--- config.mk ---
export PLATFORM = sky130hd
export DESIGN_NAME = ysr_color_conv
export DESIGN_NICKNAME = d
export VERILOG_FILES = /design/src/assert_macros.svh /design/src/ysr_pkg.sv /design/src/ysr_color_conv.sv
export SDC_FILE = /design/constraint.sdc
export NUM_CORES = 1
export LEC_CHECK = 0
export ABC_AREA = 1
export BUFFER_PORTS_ARGS = -buffer_cell sky130_fd_sc_hd__buf_4
export CORE_MARGIN = 1
export CORE_UTILIZATION = 45
export DETAILED_ROUTE_END_ITERATION = 8
export GPL_ROUTABILITY_DRIVEN = 0
export PLACE_DENSITY_LB_ADDON = 0.05
export SLEW_MARGIN = 15
export SYNTH_ARGS = -nofsm -noshare
export SYNTH_HDL_FRONTEND = slang
export SYNTH_SLANG_ARGS = --single-unit
--- constraint.sdc ---
create_clock -name clk_i -period 4.2 [get_ports clk_i]
set_clock_uncertainty 0.15 [all_clocks]
set_input_delay 0.84 -clock clk_i [delete_from_list [all_inputs] [get_ports clk_i]]
set_output_delay 0.84 -clock clk_i [all_outputs]
set_load 0.02 [all_outputs]
--- src/assert_macros.svh ---
// Assertion macros used by the top-level RTL file.
`ifndef ASSERT_MACROS_SVH
`define ASSERT_MACROS_SVH

// Check a property at each rising edge, skipped while reset is asserted.
`define ASSERT_DIS(label, clk, rst_n, prop, msg) \
  label: assert property (@(posedge clk) disable iff (!rst_n) (prop)) else $error(msg);

// Check that a condition never holds outside reset.
`define ASSERT_NEVER(label, clk, rst_n, cond, msg) \
  `ASSERT_DIS(label, clk, rst_n, !(cond), msg)

`endif

--- src/ysr_pkg.sv ---
`timescale 1ns / 1ps
// Shared types and constants of the 4:2:0 scaler and color converter.
package ysr_pkg;

  localparam int unsigned DEF_MAX_WIDTH  = 512;
  localparam int unsigned DEF_MAX_HEIGHT = 512;

  localparam int unsigned SRC_W = 10;
  localparam int unsigned POS_W = 12;
  localparam int unsigned SCR_W = 13;
  localparam int unsigned PROD_W = POS_W + SRC_W;

  localparam logic [SRC_W-1:0] RST_SRC_W  = 10'd512;
  localparam logic [SRC_W-1:0] RST_SRC_H  = 10'd512;
  localparam logic [POS_W-1:0] RST_SURF_W = 12'd800;
  localparam logic [POS_W-1:0] RST_SURF_H = 12'd600;

  typedef enum logic [1:0] {
    MODE_LUMA   = 2'd0,
    MODE_BLUE   = 2'd1,
    MODE_RED    = 2'd2,
    MODE_RENDER = 2'd3
  } ysr_mode_e;

  typedef enum logic [2:0] {
    CFG_SRC_W  = 3'd0,
    CFG_SRC_H  = 3'd1,
    CFG_DISP_X = 3'd2,
    CFG_DISP_Y = 3'd3,
    CFG_DISP_W = 3'd4,
    CFG_DISP_H = 3'd5,
    CFG_SURF_W = 3'd6,
    CFG_SURF_H = 3'd7
  } ysr_cfg_idx_e;

  typedef enum logic [2:0] {
    ST_IDLE,
    ST_PRODUCT,
    ST_DIVIDE,
    ST_ADDR,
    ST_MULT,
    ST_SUM,
    ST_EMIT
  } ysr_state_e;

  typedef struct packed {
    logic       luma_en;
    logic       blue_en;
    logic       red_en;
    logic [8:0] row;
    logic [8:0] col;
    logic [7:0] sample;
  } ysr_wr_req_t;

  typedef struct packed {
    logic stage1;
    logic stage2;
  } ysr_conv_ctl_t;

endpackage

--- src/ysr_color_conv.sv ---
`timescale 1ns / 1ps
// Two-stage full-range BT.601 YCbCr to RGB converter with clamping.
module ysr_color_conv (
  input  logic                   clk_i,
  input  ysr_pkg::ysr_conv_ctl_t ctl_i,
  input  logic [7:0]             luma_i,
  input  logic [7:0]             blue_i,
  input  logic [7:0]             red_i,
  output logic [7:0]             red_o,
  output logic [7:0]             green_o,
  output logic [7:0]             blue_o
);
  import ysr_pkg::*;

  localparam logic signed [17:0] K_R_CR = 18'sd359;
  localparam logic signed [17:0] K_G_CB = 18'sd88;
  localparam logic signed [17:0] K_G_CR = 18'sd183;
  localparam logic signed [17:0] K_B_CB = 18'sd454;
  localparam logic signed [17:0] K_RND  = 18'sd128;

  function automatic logic [7:0] clamp_byte(input logic signed [10:0] v);
    logic [7:0] res;
    if (v[10]) begin
      res = 8'd0;
    end else if (v[9:8] != 2'b00) begin
      res = 8'd255;
    end else begin
      res = v[7:0];
    end
    return res;
  endfunction

  logic signed [7:0]  cb;
  logic signed [7:0]  cr;
  logic signed [17:0] p_r_q, p_gb_q, p_gr_q, p_b_q;
  logic [7:0]         y_q;
  logic signed [17:0] t_r, t_g, t_b;
  logic signed [10:0] y_ext;
  logic signed [10:0] sum_r, sum_g, sum_b;
  logic [7:0]         red_q, green_q, blue_q;

  assign cb = $signed({~blue_i[7], blue_i[6:0]});
  assign cr = $signed({~red_i[7], red_i[6:0]});

  always_ff @(posedge clk_i) begin
    if (ctl_i.stage1) begin
      p_r_q  <= 18'(cr) * K_R_CR;
      p_gb_q <= 18'(cb) * K_G_CB;
      p_gr_q <= 18'(cr) * K_G_CR;
      p_b_q  <= 18'(cb) * K_B_CB;
      y_q    <= luma_i;
    end
  end

  assign t_r   = p_r_q + K_RND;
  assign t_g   = p_gb_q + p_gr_q + K_RND;
  assign t_b   = p_b_q + K_RND;
  assign y_ext = $signed({3'b000, y_q});
  assign sum_r = y_ext + 11'($signed(t_r[17:8]));
  assign sum_g = y_ext - 11'($signed(t_g[17:8]));
  assign sum_b = y_ext + 11'($signed(t_b[17:8]));

  always_ff @(posedge clk_i) begin
    if (ctl_i.stage2) begin
      red_q   <= clamp_byte(sum_r);
      green_q <= clamp_byte(sum_g);
      blue_q  <= clamp_byte(sum_b);
    end
  end

  assign red_o   = red_q;
  assign green_o = green_q;
  assign blue_o  = blue_q;

endmodule

# --- Yosys cells after proc, flatten, opt, wreduce, memory -nomap -nowiden ---
# Index checks and enable logic that the tools add are counted.
classes:
  n_mux: 3
  n_bitwise: 2
  addsub: 7
  mul: 4
  n_reduce_logical: 3
ops:
  columns: ["operator", "n"]
  rows:
  - ["$add 18x9->18 const B", 3]
  - ["$mul 8x9->17 const B", 2]
  - ["$mux 8", 3]
  - ["$add 9x10->11", 2]
  - ["$add 18x18->18", 1]
  - ["$mul 8x10->18 const B", 1]
  - ["$mul 8x5->13 const B", 1]
  - ["$sub 9x10->11", 1]
  - ["$reduce_bool 2->1", 3]
  - ["$not 1->1", 2]
totals:
  inputBits: 27
  out_inout_bits: 24
  register_bits: 100

# --- Longest topological paths before layout ---
logic_depth:
  ltp_word: 5
  ltp_mapped: 27

# --- Worst setup path after synthesis ---
# OpenSTA, ideal clock, no wires.
synth_timing:
  path_kind: "input port to flip-flop"
  from: "input blue_i[7]"
  to: "register p_b_q[17], data pin"
  slack_ns: -0.078
  setup_ns: 0.252
  arrival_time_ns: 3.875
  path_stages: 17
  required_time_ns: 3.798
  path_cell_list: "buf_2 -> inv_1 -> fa_1 -> ha_1 -> inv_1 -> fa_1 -> inv_1 -> fa_1 -> ha_1 -> a21oi_1 -> o21a_1 -> nand2_1 -> a21o_1 -> nand2_1 -> nand2_1 -> nand2_1 -> nand2_1"
synth_via:
  elab_chain_cells: 2
synth_rtl:
  columns: ["element", "line_no", "rtl"]
  rows:
  - ["from (decl)", "ysr_color_conv.sv:7", "input logic [7:0] blue_i,"]
  - ["$not 1->1", "ysr_color_conv.sv:42", "assign cb = $signed({~blue_i[7], blue_i[6:0]});"]
  - ["$mul 8x9->17", "ysr_color_conv.sv:50", "p_b_q <= 18'(cb) * K_B_CB;"]
  - ["to (signal assigned)", "ysr_color_conv.sv:50", null]
  - ["to (decl)", "ysr_color_conv.sv:35", "logic signed [17:0] p_r_q, p_gb_q, p_gr_q, p_b_q;"]
# Every way passes these cells.
# A chain may end at the register's enable or synchronous reset.

# --- Final worst setup path ---
layout_timing:
  from: "input red_i[3]"
  to: "register p_gr_q[13], data pin"
layout_via:
  elab_chain_cells: 1
layout_rtl:
  columns: ["element", "line_no", "rtl"]
  rows:
  - ["from (decl)", "ysr_color_conv.sv:8", "input logic [7:0] red_i,"]
  - ["$mul 8x9->17", "ysr_color_conv.sv:49", "p_gr_q <= 18'(cr) * K_G_CR;"]
  - ["to (signal assigned)", "ysr_color_conv.sv:49", null]
  - ["to (decl)", "ysr_color_conv.sv:35", null]
# Every way passes these cells.

==> impl_metrics.csv <==
group,metric,value,unit
sta,tightest_slew,745,ps
cells_and_area,final_cells,1505,
setup_path,slowest_delay,550,ps
floorplan,die-area,0.0218,mm2
power,total_power,0.00810,W
cts,tritoncts,"done",
cells_and_area,layout_common_cells,"inv_1, nand2_1, ha_1, buf_4, edfxtp_1",
cts,cts_hold_buf,0,
power,vdd_ir_drop_max,0.370,mV
cells_and_area,nets,1485,
cells_and_area,finalCoreUtilization,54.6,%
synthesis,syn_inst,1090,
routing,vias,7018,
setup_path,cpMostUsedCell,"fa_1",
floorplan,num_io_pins,51,
floorplan,rows,52,
hold_path,hold_path_class,"input pin to flop",
synthesis,yosysTopAreaCell,"edfxtp_1",
synthesis,ys.warnings.count,0,
synthesis,ys_seq_area_share,25.5,%
cells_and_area,fin_area,0.0112,mm2
outcome,status,"complete, no violations",
global_routing,grt-ovfl-total,0,
routing,drt_iter0_drc,227,
global_routing,grt_max_degree,58,
routing,dr.pass1.iters,4,
power,seqPwrFrac,18.6,%
routing,ant_nets,0,
place,place_inst,1488,
synthesis,yosys.area.top_type_share,25.5,%
cells_and_area,num_antenna_cells,0,
routing,via_per_inst,4.66,
power,power_density,724,mW/mm2
synthesis,syn_nets,1345,
setup_path,critical-path-slowest-cell,"fa_1",
cts,cts_root_buf,"clkbuf_16",
cts,clk_pin_slew,70,ps
sta,holdWs,517,ps
routing,wirelength,18.7,mm
floorplan,dieWidth,148,um
sta,final.period_utilization,95.9,%
setup_path,path_cells,"buf_4 > ha_1 > fa_1 > inv_1 > fa_1 > fa_1 > inv_1 > ha_1 > a21oi_2 > nand2_1 > a21boi_2 > o21ai_1 > a31oi_1 > xor2_1",
synthesis,syn-cell-area,0.00953,mm2
cts,cts_buffer_depth,2,
setup_path,critPathArrivalTime,3960,ps
synthesis,synth-seq-cells,81,
synthesis,synthFlopType,"edfxtp_1",
sta,maxSlewViolCount,0,
power,p_sw,0.00384,W
place,io_buffers,50,
global_routing,grt_usage,18.9,%
cts,insertion_delay,340,ps
setup_path,cp-start-kind,"input pin",
power,pwr-share-comb,71.9,%
cells_and_area,drive_gt1_share,16.2,%
power,leakagePower,5.93,nW
global_routing,antenna_found_initial,0,
cts,cts_buffers,9,
sta,rsz0062_at_grt,"no",
floorplan,die_h,148,um
routing,wire_per_inst,12.5,um
power,power.internal,0.00426,W
flow_run,drv_cap,0,
cells_and_area,area_growth,17.5,%
place,place_area,0.0108,mm2
global_routing,grt_pass1_vias,6985,
floorplan,core_area,0.0205,mm2
synthesis,synth_edf_count,81,
setup_path,worstSetupPathType,"input pin to flop",
sta,relSlewSlack,50.3,%
setup_path,end_kind,"flop",
place,hpwl,16.2,mm
synthesis,synthDistinctLibCells,45,
sta,finalCriticalPeriod,4030,ps
power,switching_share,47.5,%
setup_path,worstPathMaxFanout,4,
routing,drc,0,
synthesis,synth.avg_cell_area,8.74,um2
sta,setup_viol,0,
floorplan,initial_utilization,46.5,%
synthesis,ys_async_sr_fraction,0,%
synthesis,synth.area.top_cells,"edfxtp_1, ha_1, fa_1, inv_1, nand2_1",
cells_and_area,fillerInstances,1966,
setup_path,required,4140,ps
sta,fmax,248,MHz
cells_and_area,final_common_cell,"inv_1",
cts,htreeDepth,3,
global_routing,grt_pass1_wl,32.8,mm
power,clkPwrFrac,9.5,%
cts,clock_sinks,81,
sta,hold_viol,0,
-- metrics by stage --
stage	setup slack, ps	TNS, ps
floorplan	4.33	0
global placement	-193	-1780
detailed placement	-269	-2680
CTS	109	0
global route	1.68	0
finish	174	0
-- synth_stat cells, types with 9 or more instances --
| master | instances |
|---|---|
| ha_1 | 177 |
| nand2_1 | 188 |
| inv_1 | 248 |
| nand2_2 | 10 |
| inv_2 | 9 |
| a21oi_1 | 60 |
| nand4_1 | 33 |
| fa_1 | 51 |
| xnor2_1 | 29 |
| nor2_1 | 40 |
| xor2_1 | 48 |
| o21ai_0 | 16 |
| edfxtp_1 | 81 |
| nand3_1 | 37 |
-- cells by family after synthesis --
family                     share of synthesized area, %
and+or+nand+nor                                    16.1
xor gates and xnor gates                           7.54
AOI/OAI and AO/OA                                  6.61
buffers and inverters                              10.3
DFF                                                25.5
adders and majority gates                          34.0
-- layout make-up --
cell class | count | area (um2) | share of cell area, %
multi-input cells | 749 | 6180 | 55.2
flip-flops and latches | 81 | 2430 | 21.7
repair buffers | 131 | 983 | 8.79
inverters | 258 | 968 | 8.65
well taps | 270 | 338 | 3.02
clock buffers | 9 | 225 | 2.01
clock inverters | 7 | 62.6 | 0.559
-- routing by layer --
metal | vias to the layer above | GRT usage [%] | share of wire (%)
met1 | 3109 | 26.4 | 52
met3 | 19 | 2.04 | 2.2
met2 | 71 | 30.8 | 44
met5 | - | 0 | 0
met4 | 0 | 5.21 | 1.5
li1 | 3819 | - | -
-- power groups by stage --
stage | combinational, W | sequential (W) | clock (W)
floorplan | 0.00422 | 0.00161 | 0
global placement | 0.00573 | 0.00152 | 0
detailed placement | 0.00578 | 0.00152 | 0
CTS | 0.00581 | 0.00151 | 0.000798
global route | 0.00677 | 0.00153 | 0.000831
finish | 0.00582 | 0.00150 | 0.000773
-- path summary, 6_finish.rpt --
kind | from | endpoint | slack [ps] | depth (start not counted)
setup / recovery | red_i[3] | p_gr_q[13]$_DFFE_PP_ | 170 | 14
setup reg to reg | p_gr_q[5]$_DFFE_PP_ | green_o[0]$_SDFFCE_PP0P_ | 360 | 25
hold reg to reg | p_b_q[8]$_DFFE_PP_ | blue_o[0]$_SDFFCE_PP0P_ | 760 | 6
hold / removal | luma_i[6] | y_q[6]$_DFFE_PP_ | 520 | 1
-- worst max-delay path, delay by kind of cell --
kind	cells	cell delay, ps
compound gates	4	580
xor+xnor	1	80
fa+ha+maj	5	2120
buf+inv	3	240
simple gates	1	90
-- registers in the layout, summed over array words and instances, names as in the netlist --
name / count
p_gr_q: 13
blue_o: 8
red_o: 8
green_o: 8
p_gb_q: 11
p_b_q: 13
y_q: 8
p_r_q: 12
-- repair_timing --
action | 4_1_cts | 5_1_grt
endpoints found under the setup margin | 0 | 6
gates resized for setup | 0 | 9
buffers inserted | 0 | 1
Power figures use the tool's default switching activity.
