### src/assert_macros.svh
// Assertion macros used by the top-level RTL file.
`ifndef ASSERT_MACROS_SVH
`define ASSERT_MACROS_SVH

// Check a property at each rising edge, skipped while reset is asserted.
`define ASSERT_DIS(label, clk, rst_n, prop, msg) \
  label: assert property (@(posedge clk) disable iff (!rst_n) (prop)) else $error(msg);

// Check that a condition never holds outside reset.
`define ASSERT_NEVER(label, clk, rst_n, cond, msg) \
  `ASSERT_DIS(label, clk, rst_n, !(cond), msg)

`endif

### src/ysr_pkg.sv
`timescale 1ns / 1ps
// Shared types and constants of the 4:2:0 scaler and color converter.
package ysr_pkg;

  localparam int unsigned DEF_MAX_WIDTH  = 512;
  localparam int unsigned DEF_MAX_HEIGHT = 512;

  localparam int unsigned SRC_W = 10;
  localparam int unsigned POS_W = 12;
  localparam int unsigned SCR_W = 13;
  localparam int unsigned PROD_W = POS_W + SRC_W;

  localparam logic [SRC_W-1:0] RST_SRC_W  = 10'd512;
  localparam logic [SRC_W-1:0] RST_SRC_H  = 10'd512;
  localparam logic [POS_W-1:0] RST_SURF_W = 12'd800;
  localparam logic [POS_W-1:0] RST_SURF_H = 12'd600;

  typedef enum logic [1:0] {
    MODE_LUMA   = 2'd0,
    MODE_BLUE   = 2'd1,
    MODE_RED    = 2'd2,
    MODE_RENDER = 2'd3
  } ysr_mode_e;

  typedef enum logic [2:0] {
    CFG_SRC_W  = 3'd0,
    CFG_SRC_H  = 3'd1,
    CFG_DISP_X = 3'd2,
    CFG_DISP_Y = 3'd3,
    CFG_DISP_W = 3'd4,
    CFG_DISP_H = 3'd5,
    CFG_SURF_W = 3'd6,
    CFG_SURF_H = 3'd7
  } ysr_cfg_idx_e;

  typedef enum logic [2:0] {
    ST_IDLE,
    ST_PRODUCT,
    ST_DIVIDE,
    ST_ADDR,
    ST_MULT,
    ST_SUM,
    ST_EMIT
  } ysr_state_e;

  typedef struct packed {
    logic       luma_en;
    logic       blue_en;
    logic       red_en;
    logic [8:0] row;
    logic [8:0] col;
    logic [7:0] sample;
  } ysr_wr_req_t;

  typedef struct packed {
    logic stage1;
    logic stage2;
  } ysr_conv_ctl_t;

endpackage

### src/ysr_divider.sv
`timescale 1ns / 1ps
// Restoring divider producing one quotient bit per cycle for the scale mapping.
module ysr_divider (
  input  logic                        clk_i,
  input  logic                        rst_ni,
  input  logic                        start_i,
  input  logic [ysr_pkg::PROD_W-1:0]  dividend_i,
  input  logic [ysr_pkg::POS_W-1:0]   divisor_i,
  output logic                        busy_o,
  output logic [ysr_pkg::SRC_W-1:0]   quotient_o
);
  import ysr_pkg::*;

  localparam int unsigned CNT_W = $clog2(SRC_W + 1);

  logic [CNT_W-1:0] cnt_q, cnt_d;
  logic [POS_W-1:0] rem_q, rem_d;
  logic [SRC_W-1:0] quo_q, quo_d;
  logic [POS_W-1:0] div_q, div_d;
  logic [POS_W:0]   shifted;
  logic             ge;

  assign shifted = {rem_q, quo_q[SRC_W-1]};
  assign ge      = shifted >= {1'b0, div_q};

  always_comb begin
    cnt_d = cnt_q;
    rem_d = rem_q;
    quo_d = quo_q;
    div_d = div_q;
    if (start_i) begin
      cnt_d = CNT_W'(SRC_W);
      rem_d = dividend_i[PROD_W-1:SRC_W];
      quo_d = dividend_i[SRC_W-1:0];
      div_d = divisor_i;
    end else if (cnt_q != '0) begin
      cnt_d = cnt_q - CNT_W'(1);
      rem_d = ge ? POS_W'(shifted - {1'b0, div_q}) : shifted[POS_W-1:0];
      quo_d = {quo_q[SRC_W-2:0], ge};
    end
  end

  always_ff @(posedge clk_i or negedge rst_ni) begin
    if (!rst_ni) begin
      cnt_q <= '0;
    end else begin
      cnt_q <= cnt_d;
    end
  end

  always_ff @(posedge clk_i) begin
    rem_q <= rem_d;
    quo_q <= quo_d;
    div_q <= div_d;
  end

  assign busy_o     = cnt_q != '0;
  assign quotient_o = quo_q;

endmodule

### config.mk
export PLATFORM = sky130hd
export DESIGN_NAME = ysr_divider
export DESIGN_NICKNAME = d
export VERILOG_FILES = /design/src/assert_macros.svh /design/src/ysr_pkg.sv /design/src/ysr_divider.sv
export SDC_FILE = /design/constraint.sdc
export NUM_CORES = 1
export LEC_CHECK = 0
export BUFFER_PORTS_ARGS = -buffer_cell sky130_fd_sc_hd__buf_2
export CAP_MARGIN = 20
export CORE_MARGIN = 4
export CORE_UTILIZATION = 46
export DETAILED_ROUTE_END_ITERATION = 6
export PLACE_DENSITY = 0.69
export RECOVER_POWER = 100
export SETUP_SLACK_MARGIN = 0.15
export SLEW_MARGIN = 20
export SYNTH_ARGS = -nofsm -noshare
export SYNTH_HDL_FRONTEND = slang
export SYNTH_SLANG_ARGS = --single-unit
### constraint.sdc
create_clock -name clk_i -period 4.32 [get_ports clk_i]
set_clock_uncertainty 0.1 [all_clocks]
set_input_delay 0.648 -clock clk_i [delete_from_list [all_inputs] [get_ports clk_i]]
set_output_delay 0.648 -clock clk_i [all_outputs]
set_load 0.1 [all_outputs]
Yosys cells after proc, flatten, opt, wreduce, memory -nomap -nowiden
Cells that the tools add are included.
- magnitude comparators: 1
- mux-type cells: 7
- add/subtract/negate cells: 2
- reductions and logical operators: 2
- operators with widths (operator ; count):
    12-bit two-way mux ; 3
    10-bit two-way mux ; 2
    13-bit by 12-bit >= comparator with 1-bit output ; 1
    12-bit subtractor ; 1
    4-bit two-way mux ; 2
    4-bit nonzero test ; 1
    4-bit by 1-bit subtractor with 4-bit output, second input constant ; 1
    2-bit nonzero test ; 1
- output and inout bits: 11
- logic and storage cells: 16
- bits in registers: 38
- bits of input ports: 37

Depth between registers and ports, before layout
- depth in word-level cells: 4
- depth in mapped cells: 10
- gate-level depth less buffers: 10

Worst setup path before layout
No wires, ideal clock.
- path kind: reg2reg
- start: register quo_q[9], in the netlist quotient_o[9]
- end: register rem_q[6] (data pin)
- path buffers: 0
- path slack: 1.362 ns
- stages on the path, launching flop included: 11
- period minus slack after synthesis: 2.958 ns
- data required time: 3.960 ns
- arrival: 2.598 ns
- setup time: 0.260 ns
- cell sequence: edfxtp_1 inv_1 ha_1 inv_1 fa_1 a21oi_1 o21ai_0 a21oi_1 xnor2_1 mux2_1 mux2_2
- word-level cells in the longest chain between the ends: 4
- elaborated cells on any way between the ends: 5
- classes of those cells: add/sub (1); order compare (1); mux (3)
- ends and longest elaborated chain (item ; line ; RTL):
    start: declaration ; ysr_divider.sv:18 ; logic [SRC_W-1:0] quo_q, quo_d;
    start signal: assignment ; ysr_divider.sv:53 ; quo_q <= quo_d;
    12-bit subtractor or 13-bit by 12-bit >= comparator with 1-bit output (tied branches) ; ysr_divider.sv:38, ysr_divider.sv:24 ;
    12-bit two-way mux (*) ; ysr_divider.sv:38 ; rem_d = ge ? POS_W'(shifted - {1'b0, div_q}) : shifted[POS_W-1:0];
    12-bit two-way mux (*) ; ysr_divider.sv:36 ; end else if (cnt_q != '0) begin
    12-bit two-way mux (*) ; ysr_divider.sv:31 ; if (start_i) begin
    net rem_d[6] ; ysr_divider.sv:17 ; logic [POS_W-1:0] rem_q, rem_d;
    end signal: assignment ; ysr_divider.sv:52 ; rem_q <= rem_d;
    end: declaration ; ysr_divider.sv:17 ;
Mark *: on every way through the listed nets, which the timed path passes. The rest lies on a longest branch. The select of a mux whose other input is x is not followed.
A chain may end at the register's enable or synchronous reset.

Worst setup path after layout
- start: register rem_q[5]
- end: register rem_q[4] (data pin)
- word-level cells in the longest chain between the ends: 4
- ends and longest elaborated chain (item ; line ; RTL):
    13-bit by 12-bit >= comparator with 1-bit output ; ysr_divider.sv:24 ; assign ge = shifted >= {1'b0, div_q};
    12-bit two-way mux ; ysr_divider.sv:38 ;
    12-bit two-way mux ; ysr_divider.sv:36 ;
    12-bit two-way mux ; ysr_divider.sv:31 ;
    net rem_d[4] ; ysr_divider.sv:17 ;
The timed path passes the listed nets, and every way through them passes these cells. The select of a mux whose other input is x is not followed.

==> parameters.txt <==
Parameter                              Value

Synthesis
  Post-synthesis share of cell area spent on and, or, nand and nor gates ... 0.0963
  Synthesized area ... 0.00222 mm^2
  Net count after synthesis ... 241
  Cell accounting for the most synthesized area ... edfxtp_1
  Most instantiated flip-flop cell in the synthesis netlist ... edfxtp_1
  Synthesized-area fraction occupied by ao, oa, aoi and oai cells ... 0.127
  Synthesis-stage register bit count ... 38
  Synth Area in XOR/XNOR ... 0.0434
  Adder and majority cell fraction of the synthesized area ... 0.0879
  Post-synthesis cell count ... 189
  Share of Yosys cell area claimed by the top area cell type ... 0.460
  Synth top cells by count ... 34 x edfxtp_1, 19 x inv_1, 14 x ha_1, 14 x mux2_2, 13 x nand2_1
  Top area cells in the synthesized netlist ... edfxtp_1 46%, ha_1 7.9%, mux2_2 7.1%, dfrtp_1 4.5%, inv_1 3.2%
  Async SR Flop Fraction ... 0.105
  Most frequent cell after synthesis ... edfxtp_1
  Yosys warnings ... 0
  Part of the Yosys area used for sequential elements ... 0.505
  Synthesized area per cell ... about 12 um^2
  Number of enable flip-flop cells after synthesis ... 34
  Combinational family with the most area after synthesis ... compound AO/OA/AOI/OAI gates
  Unique cell type count in the Yosys netlist ... 41
  Post-synthesis mux area share ... 0.0997

Clocking
  H-tree depth ... 2
  Clk slew on worst S/H paths ... ~0.09 ns
  Clock Sink Count ... 38
  Number of resized instances in the post-cts repair step ... 0
  Buffers inserted during post-CTS setup optimization ... 0
  Later-pin clock latency in the skew report ... approximately 0.3 ns
  CTS root buffer ... clkbuf_8
  Largest buffer count on any clock path ... 2
  CTS Hold Buffers Added ... 0
  Clock tree from TritonCTS ... yes
  CTS Buf Count ... 5

Drt
  Detailed-route DRC error count ... 0
  Wire per inst ... approximately 14 um
  Met3 WL post-DR ... roughly 190 um
  Number of design-rule violations left by the first detailed-router iteration ... slightly below 80
  Post-detailed-route via-to-cell ratio ... 5.32
  Vias after detailed routing ... around 1600
  Routed Antenna Nets ... 0
  Uppermost layer routed ... met4
  Total routed wirelength ... 4080 um
  Met2 Wirelength ... 1940 um
  Met1 wire length ... 1890 um
  First-pass detailed-route iteration total ... 4

Floorplan
  Chip height ... 77.5 um
  Top-Level Pins ... 48
  Row count ... 25
  Total Die Area ... 0.00600 mm^2
  Effective utilization at floorplan ... 0.473
  Overall die width ... about 77 um
  Core area ... ~0.0047 mm^2

Timing
  Worst slew pin tran ... 1.63 ns
  Final hold violations ... 0
  Time the worst path needs with I/O delays and setup ... between 3 and 4 ns
  Final period util ... 0.806
  Highest Clock Rate ... around 290 MHz
  Number of max-slew violations in the final report ... 23
  Total negative slack for setup checks ... 0 ns
  # setup viols final ... 0
  Slew HR ... -0.0835
  RSZ-0062 raised after global routing ... no

Power and ir drop
  Power share of the sequential group ... 0.353
  Sw Share ... 0.405
  Total power divided by cell area ... 622 mW/mm^2
  Net switching component of the power ... 0.000643 W
  Cell leakage power ... between 1 and 1.5 nW
  Logic pwr share ... 0.499
  Max IR drop VDD ... 0.273 mV
  Relative contribution of the clock network to total power ... 0.148
  Internal power of the cells ... about 0.00095 W

Worst setup path
  Worst setup path endpoint ... rem_q[4]$_DFFE_PP_
  Capture point of the worst reg-to-reg path ... rem_q[4]$_DFFE_PP_
  Register-to-Register Path Depth ... 7
  Required time at the endpoint of the critical path ... 4.26 ns
  Kind of critical path ... register to register
  R2r setup slk ... ~0.84 ns
  Launching instance or port of the critical path ... rem_q[5]$_DFFE_PP_
  Kind of end point of the critical path ... register
  Origin of the critical flop-to-flop path ... rem_q[5]$_DFFE_PP_
  Data arrival time at the worst-slack endpoint ... 3.42 ns
  Maximum fanout along the worst path ... 16
  Setup crit start kind ... register

GRT
  Vias in the first global route ... 1571
  Overall fraction of global-route tracks in use ... 0.148
  Maximum number of pins on one net before global-route repair ... 27
  Wire length of the first global-routing pass ... approximately 7000 um
  Antenna violations before repair ... 0
  Gr ovfl total ... 0

Finish
  Share of layout cells above drive strength 1 ... 0.238
  Layout area overhead ... 14.9%
  Final core utilization ... 0.544
  Inserted Diodes ... 0
  Net total in the final layout ... between 200 and 300

Run
  Number of maximum-capacitance violations ... 1

Run status
  Run status ... complete, but fails checks
  Violations in the final reports ... max-capacitance violations, max-slew violations

Place
  Final weighted congestion of routability-driven global placement ... 0.789
  Final HPWL from detailed placement ... 2980 um
  Port bufs ... 47

Worst hold path
  Class of the tightest hold or removal check ... input pin to asynchronous set/reset pin
## state kept, by name, indices dropped and copies added, names as in the netlist
register    flops
quotient_o     10
cnt_q           4
div_q          12
rem_q          12
## cells by family after synthesis
group	Yosys count
compound gates	38
fa+ha+maj	15
mux	20
simple gates	43
flops	38
xor+xnor	11
buf+inv	24
## routing by layer
layer,global-route usage,vias to the layer above
met3,0.0383,6
met4,0.0641,0
met5,0,-
met1,0.193,734
met2,0.231,36
li1,-,788
## placed cells by master, fill, tap and decap left out, drive strengths merged, types with 4 or more instances in the layout
| master | synthesis | final |
|---|---|---|
| edfxtp | 34 | 34 |
| ha | 14 | 14 |
| a221o | 4 | 4 |
| xor2 | 5 | 5 |
| o21ai | 9 | 9 |
| mux2 | 17 | 17 |
| buf | 1 | 34 |
| dfrtp | 4 | 4 |
| nor2 | 8 | 8 |
| nand2 | 14 | 14 |
| a21oi | 10 | 10 |
| clkbuf | 4 | 20 |
| inv | 19 | 19 |
| xnor2 | 6 | 6 |
## worst max-delay path, cell delays in order, from the launching register on
cell and delay [ns]:
edfxtp_1 0.41, ha_1 0.39, a21o_1 0.22, a221o_1 0.37
a2111oi_0 0.49, nand2_1 0.53, mux2_1 0.46, mux2_2 0.25
## metrics by stage
step                      instances  power, W  hold slack (ns)  area [um^2]  setup WS (ns)
after floorplan                 189   0.00125            0.252         2220           1.36
after global placement          286   0.00138            0.360         2510           1.32
after detailed placement        286   0.00139            0.359         2510           1.27
after CTS                       294   0.00163           0.0459         2590           1.27
after global routing            294   0.00172           0.0810         2550          0.625
final                           294   0.00159           0.0806         2550          0.839
## how the worst min path moves through the flow
| stage | startpoint | end | cells after the start |
|---|---|---|---|
| after floorplan | rst_ni | cnt_q[0]$_DFFE_PN0P_ | 0 |
| after global placement | rst_ni | cnt_q[0]$_DFFE_PN0P_ | 1 |
| after detailed placement | rst_ni | cnt_q[0]$_DFFE_PN0P_ | 1 |
| after CTS | rst_ni | cnt_q[0]$_DFFE_PN0P_ | 1 |
| after global routing | rst_ni | cnt_q[0]$_DFFE_PN0P_ | 1 |
| final | rst_ni | cnt_q[0]$_DFFE_PN0P_ | 1 |
## power groups by stage
stage                     sequential [W]  clock, W  combinational (W)
after detailed placement        0.000571         0           0.000820
final                           0.000561  0.000235           0.000793
after global routing            0.000571  0.000259           0.000885
after global placement          0.000569         0           0.000812
after CTS                       0.000563  0.000243           0.000826
after floorplan                 0.000689         0           0.000563
## cell type report
| cell class | count | area [um^2] |
|---|---|---|
| tap | 54 | 67.6 |
| sequential | 38 | 1120 |
| clock buffer | 6 | 72.6 |
| fill | 422 | 2140 |
| clock inverter | 2 | 10.0 |
| multi-input combinational | 127 | 987 |
| inverter | 19 | 71.3 |
| timing repair buffer | 48 | 223 |
Note: power is estimated with default switching activity, not from simulation.
